==> src/rtl/core/saaa_pkg.sv <==
// Package with shared constants and the arctangent table for the angle pipeline.
`timescale 1ns / 1ps
package saaa_pkg;

	localparam int CORDIC_STEPS = 28;
	localparam int NORM_BITS = 16;
	localparam int ISQRT_BITS = 48;
	localparam int RAD_WIDTH = 96;
	localparam int ZW = 32;
	localparam logic [ZW-1:0] HALF_PI_Q30 = 32'd1686629713;

	typedef logic signed [NORM_BITS-1:0] norm_t;

	// Arctangent of 2^-i in Q30 radians, truncated.
	function automatic logic [ZW-1:0] atan_q30(input logic [4:0] idx);
		logic [ZW-1:0] r;
		begin
			case (idx)
				5'd0: r = 32'h3243F6A8;
				5'd1: r = 32'h1DAC6705;
				5'd2: r = 32'h0FADBAFC;
				5'd3: r = 32'h07F56EA6;
				5'd4: r = 32'h03FEAB76;
				5'd5: r = 32'h01FFD55B;
				5'd6: r = 32'h00FFFAAA;
				5'd7: r = 32'h007FFF55;
				5'd8: r = 32'h003FFFEA;
				5'd9: r = 32'h001FFFFD;
				5'd10: r = 32'h000FFFFF;
				5'd11: r = 32'h0007FFFF;
				5'd12: r = 32'h0003FFFF;
				5'd13: r = 32'h0001FFFF;
				5'd14: r = 32'h0000FFFF;
				5'd15: r = 32'h00007FFF;
				5'd16: r = 32'h00003FFF;
				5'd17: r = 32'h00001FFF;
				5'd18: r = 32'h00000FFF;
				5'd19: r = 32'h000007FF;
				5'd20: r = 32'h000003FF;
				5'd21: r = 32'h000001FF;
				5'd22: r = 32'h000000FF;
				5'd23: r = 32'h0000007F;
				5'd24: r = 32'h0000003F;
				5'd25: r = 32'h0000001F;
				5'd26: r = 32'h0000000F;
				5'd27: r = 32'h00000007;
				default: r = '0;
			endcase
			return r;
		end
	endfunction

endpackage

==> src/rtl/core/saaa_norm.sv <==
// Scales one vector so its largest magnitude lies in [2^14, 2^15).
`timescale 1ns / 1ps
module saaa_norm #(
	parameter int W = 17
) (
	input  logic signed [W-1:0] vx,
	input  logic signed [W-1:0] vy,
	input  logic signed [W-1:0] vz,
	output saaa_pkg::norm_t     ox,
	output saaa_pkg::norm_t     oy,
	output saaa_pkg::norm_t     oz,
	output logic                nonzero
);
	import saaa_pkg::*;

	logic [W-1:0] mx, my, mz, mor;
	logic [$clog2(W+1)-1:0] top;
	logic found;

	function automatic norm_t scl(input logic signed [W-1:0] v,
			input logic [W-1:0] mg, input logic [$clog2(W+1)-1:0] t);
		logic [W+15:0] ext;
		logic [W+15:0] sh;
		logic [15:0] m;
		begin
			ext = {16'd0, mg};
			// bring bit t of the word to bit 14 (truncating toward zero)
			sh = (ext << 14) >> t;
			m = sh[15:0];
			return v[W-1] ? norm_t'(-$signed({1'b0, m[14:0]})) : norm_t'({1'b0, m[14:0]});
		end
	endfunction

	assign mx = vx[W-1] ? W'(-vx) : W'(vx);
	assign my = vy[W-1] ? W'(-vy) : W'(vy);
	assign mz = vz[W-1] ? W'(-vz) : W'(vz);
	assign mor = mx | my | mz;

	// Leading one of the OR of magnitudes gives the scale of the largest one.
	always_comb begin
		top = '0;
		found = 1'b0;
		for (int i = W - 1; i >= 0; i--) begin
			if (!found && mor[i]) begin
				top = ($clog2(W+1))'(i);
				found = 1'b1;
			end
		end
	end

	assign nonzero = found;
	assign ox = scl(vx, mx, top);
	assign oy = scl(vy, my, top);
	assign oz = scl(vz, mz, top);

endmodule

==> config.mk <==
export PLATFORM = sky130hd
export DESIGN_NAME = saaa_norm
export DESIGN_NICKNAME = d
export VERILOG_FILES = /design/src/rtl/core/saaa_pkg.sv /design/src/rtl/core/saaa_norm.sv
export SDC_FILE = /design/constraint.sdc
export NUM_CORES = 1
export LEC_CHECK = 0
export ABC_AREA = 1
export BUFFER_PORTS_ARGS = -buffer_cell sky130_fd_sc_hd__buf_4
export CORE_ASPECT_RATIO = 1.2
export CORE_MARGIN = 1.5
export CORE_UTILIZATION = 50
export DETAILED_ROUTE_END_ITERATION = 10
export GPL_ROUTABILITY_DRIVEN = 0
export GPL_TIMING_DRIVEN = 0
export PLACE_DENSITY = 0.71
export SLEW_MARGIN = 5
export SYNTH_ARGS = -nofsm -noshare
export SYNTH_HDL_FRONTEND = slang
export SYNTH_SLANG_ARGS = --single-unit
export TNS_END_PERCENT = 5
==> constraint.sdc <==
create_clock -name vclk -period 11.3
set_input_delay 3.39 -clock vclk [all_inputs]
set_output_delay 3.39 -clock vclk [all_outputs]
set_load 0.02 [all_outputs]
==> results.md <==
* # fillers at 1087
* Post-Synthesis Net Count at 1167
* Final Hold Vio Count at 0
* Total of warnings raised by yosys at 0
* Total Power Consumption at 0.446 mW
* DP Wirelength at 17.5 mm
* Worst hold path class: in2out
* Initial cell density of the core at slightly above 50%
* Crit path top cell by count: nand2_1
* Via count of the routed design at 8231
* Number of cells on the worst hold path at 4
* Remaining global-route overflow at 0
* Number of global-route vias before repair at 7245
* Number of nets in the layout at approximately 1300
* First-pass GRT wire length at 34.6 mm
* Drt wl/cell at 16.5 µm
* Total wire length at 22.5 mm
* Overall die area at between 0.01 and 0.015 mm²
* End point of the most critical hold path: nonzero
* Sequential Power Share at 0%
* Antenna violation net count after detailed routing at 0
* 1st-iter DRT viols at 1170
* Setup repair after global routing missed its margin: yes
* Number of vias per cell at 6.03
* Number of diodes at 0
* Required time of the critical path at 7.91 ns
* Static power due to leakage at 3.68 nW
* Max-cap check violation count at 0
* Proportion of netlist area held by the largest area contributor at 31.6%
* Port bufs at 100
* Count of mapped cells out of synthesis at 1110
* Internal power contribution at ~0.16 mW
* Worst EP arrival at 7.79 ns
* Count of boundary I/O pins at 100
* Largest net degree at the start of global routing at 11
* Layout Cells excl Fill at 1366
* Category of cells accounting for the largest share of critical-path delay: simple AND/OR/NAND/NOR gates
* Residual DRC count at 0
* Count of final max-slew check failures at 0
* Relative max-transition margin at 55.0%
* Floorplan Core Area at about 0.011 mm²
* Type of destination of the critical path: output pin
* Max FO, Critical Path at 10
* # clk buffers at 0
* Post-route setup TNS at 0 ns
* Kind of critical path: in2out
* Sequential cell area in the final layout at 0 µm²
* Mean area per synthesized cell at about 4.9 µm²
* Worst slew pin tran at 0.676 ns
* Clock power share at 0%
* Launching element type of the critical path: input pin
* Period minus WS final at ~11 ns
* First-pass iteration count of the detailed router at 6
* Cell types with the largest area share after synthesis: nand3_1, nand2_1, inv_1, xor2_1, nor2_1
* PD cells at ~64 mW/mm²
* Portion of total power attributed to combinational logic at 100.0%
* Switching power of the nets at 0.283 mW
* Longest individual stage delay on the worst path at 0.31 ns
* Critical path buffers and inverters at 8
* Sequential cell count at 0
* Width of the die at 98.5 µm
* Slowest stage cell on the critical path: xor2_1
* Sw frac at a little under two thirds
* Hold path startpoint: vz[0]
* Share of final-layout standard cells stronger than drive strength 1 at roughly a quarter
* Worst voltage drop across the vdd grid at approximately 0.000041 V
* Leading area contributor after synthesis: nand3_1
* Fin crit share at 99.0%
* Area Growth Syn to Fin at 27.6%
* Global-route usage over all layers at 36.4%
* Area of the mapped netlist at 0.00547 mm²
* Antenna violations before repair at 0
* Vertical die dimension at 118 µm
* Std cell rows at 41
* F_max at between 0.08 and 0.09 GHz
* Inst Count DP at about 1300
* Hold-fix buffers, CTS at 0
* Sequential fraction of the synthesis area at 0%
* Number of distinct standard cells referenced by the synthesized netlist at 40
* Result of the run: finished clean
* Final setup vio count at 0
## power groups by stage
stage	clock [mW]	sequential, mW	combinational [mW]
6_report	0	0	0.446
5_1_grt	0	0	0.482
4_1_cts	0	0	0.412
3_5_place_dp	0	0	0.410
3_3_place_gp	0	0	0.408
2_1_floorplan	0	0	0.275
## logic make-up after synthesis
group / synth area share, %
AO/OA/AOI/OAI: 3.59
XOR/XNOR: 9.43
adder cells (fa/ha/maj): 1.37
buffers and inverters: 15.0
AND/OR/NAND/NOR: 70.6
## per-stage QoR
stage                     area, µm²  util [%]  worst slack [ns]  hold WS, ns
after floorplan                5470         -             0.933         6.99
after global placement         6380      60.4            -0.249         7.22
after detailed placement       6380      60.4            -0.193         7.22
after CTS                      6390      60.5            0.0158         7.22
after global routing           6970      66.0           -0.0746         7.26
final                          6970      66.0             0.116         7.26
## cell usage in the layout, fill, tap and decap left out, types with 8 or more instances in the layout
master / synthesis / routed
nor2_2: 17 / 18
o21ai_0: 14 / 13
nor3_1: 11 / 11
nor2_1: 84 / 78
buf_4: 3 / 124
nor2_4: 3 / 8
inv_1: 117 / 117
nand3_2: 7 / 42
nand4_1: 16 / 16
nand3b_1: 9 / 9
xnor2_1: 11 / 11
xor2_1: 46 / 45
nand2_1: 303 / 294
nand2_2: 10 / 18
buf_2: 24 / 23
inv_2: 20 / 18
nand3_1: 345 / 310
o21ai_1: 9 / 10
## metal layers
metal	global-route usage, %	up-vias	routed length [µm]
met3	3.44	158	2490
met4	19.8	0	1740
met1	45.9	3578	8160
li1	-	3893	-
met2	60.5	602	10100
met5	0	-	0
## timing repair
item | CTS | global route
cloned | 0 | 2
endpoints found under the setup margin | 17 | 31
setup buffers | 0 | 25
gates resized for setup | 2 | 86
pin swaps | 0 | 21
## final cells by class
cell class	count	area (µm²)	share of cell area, %
Timing Repair Buffer	127	1000	14.4
Multi-Input combinational cell	923	4960	71.2
Tap cell	129	161	2.31
Inverter	137	519	7.45
Buffer	50	325	4.66
## synthesized netlist by cell type, drive strengths merged (5+ instances only)
library cell / count
buf: 39
nand4: 18
o21ai: 24
inv: 137
nand3b: 9
xor2: 47
xnor2: 11
nand3: 354
nand2: 315
a21oi: 5
nor3: 14
ha: 6
nor2: 104
clkbuf: 11
## how the worst max path moves through the flow
stage | cells past startpoint | to | start | slack, ns
after floorplan | 34 | ox[10] | vy[0] | 0.93
after detailed placement | 32 | oy[10] | vy[0] | -0.19
final | 33 | oz[8] | vy[0] | 0.12
after global placement | 27 | ox[10] | vy[0] | -0.25
after CTS | 33 | oy[10] | vy[0] | 0.02
after global routing | 37 | ox[10] | vy[0] | -0.07
(Power assumes the default switching activity.)
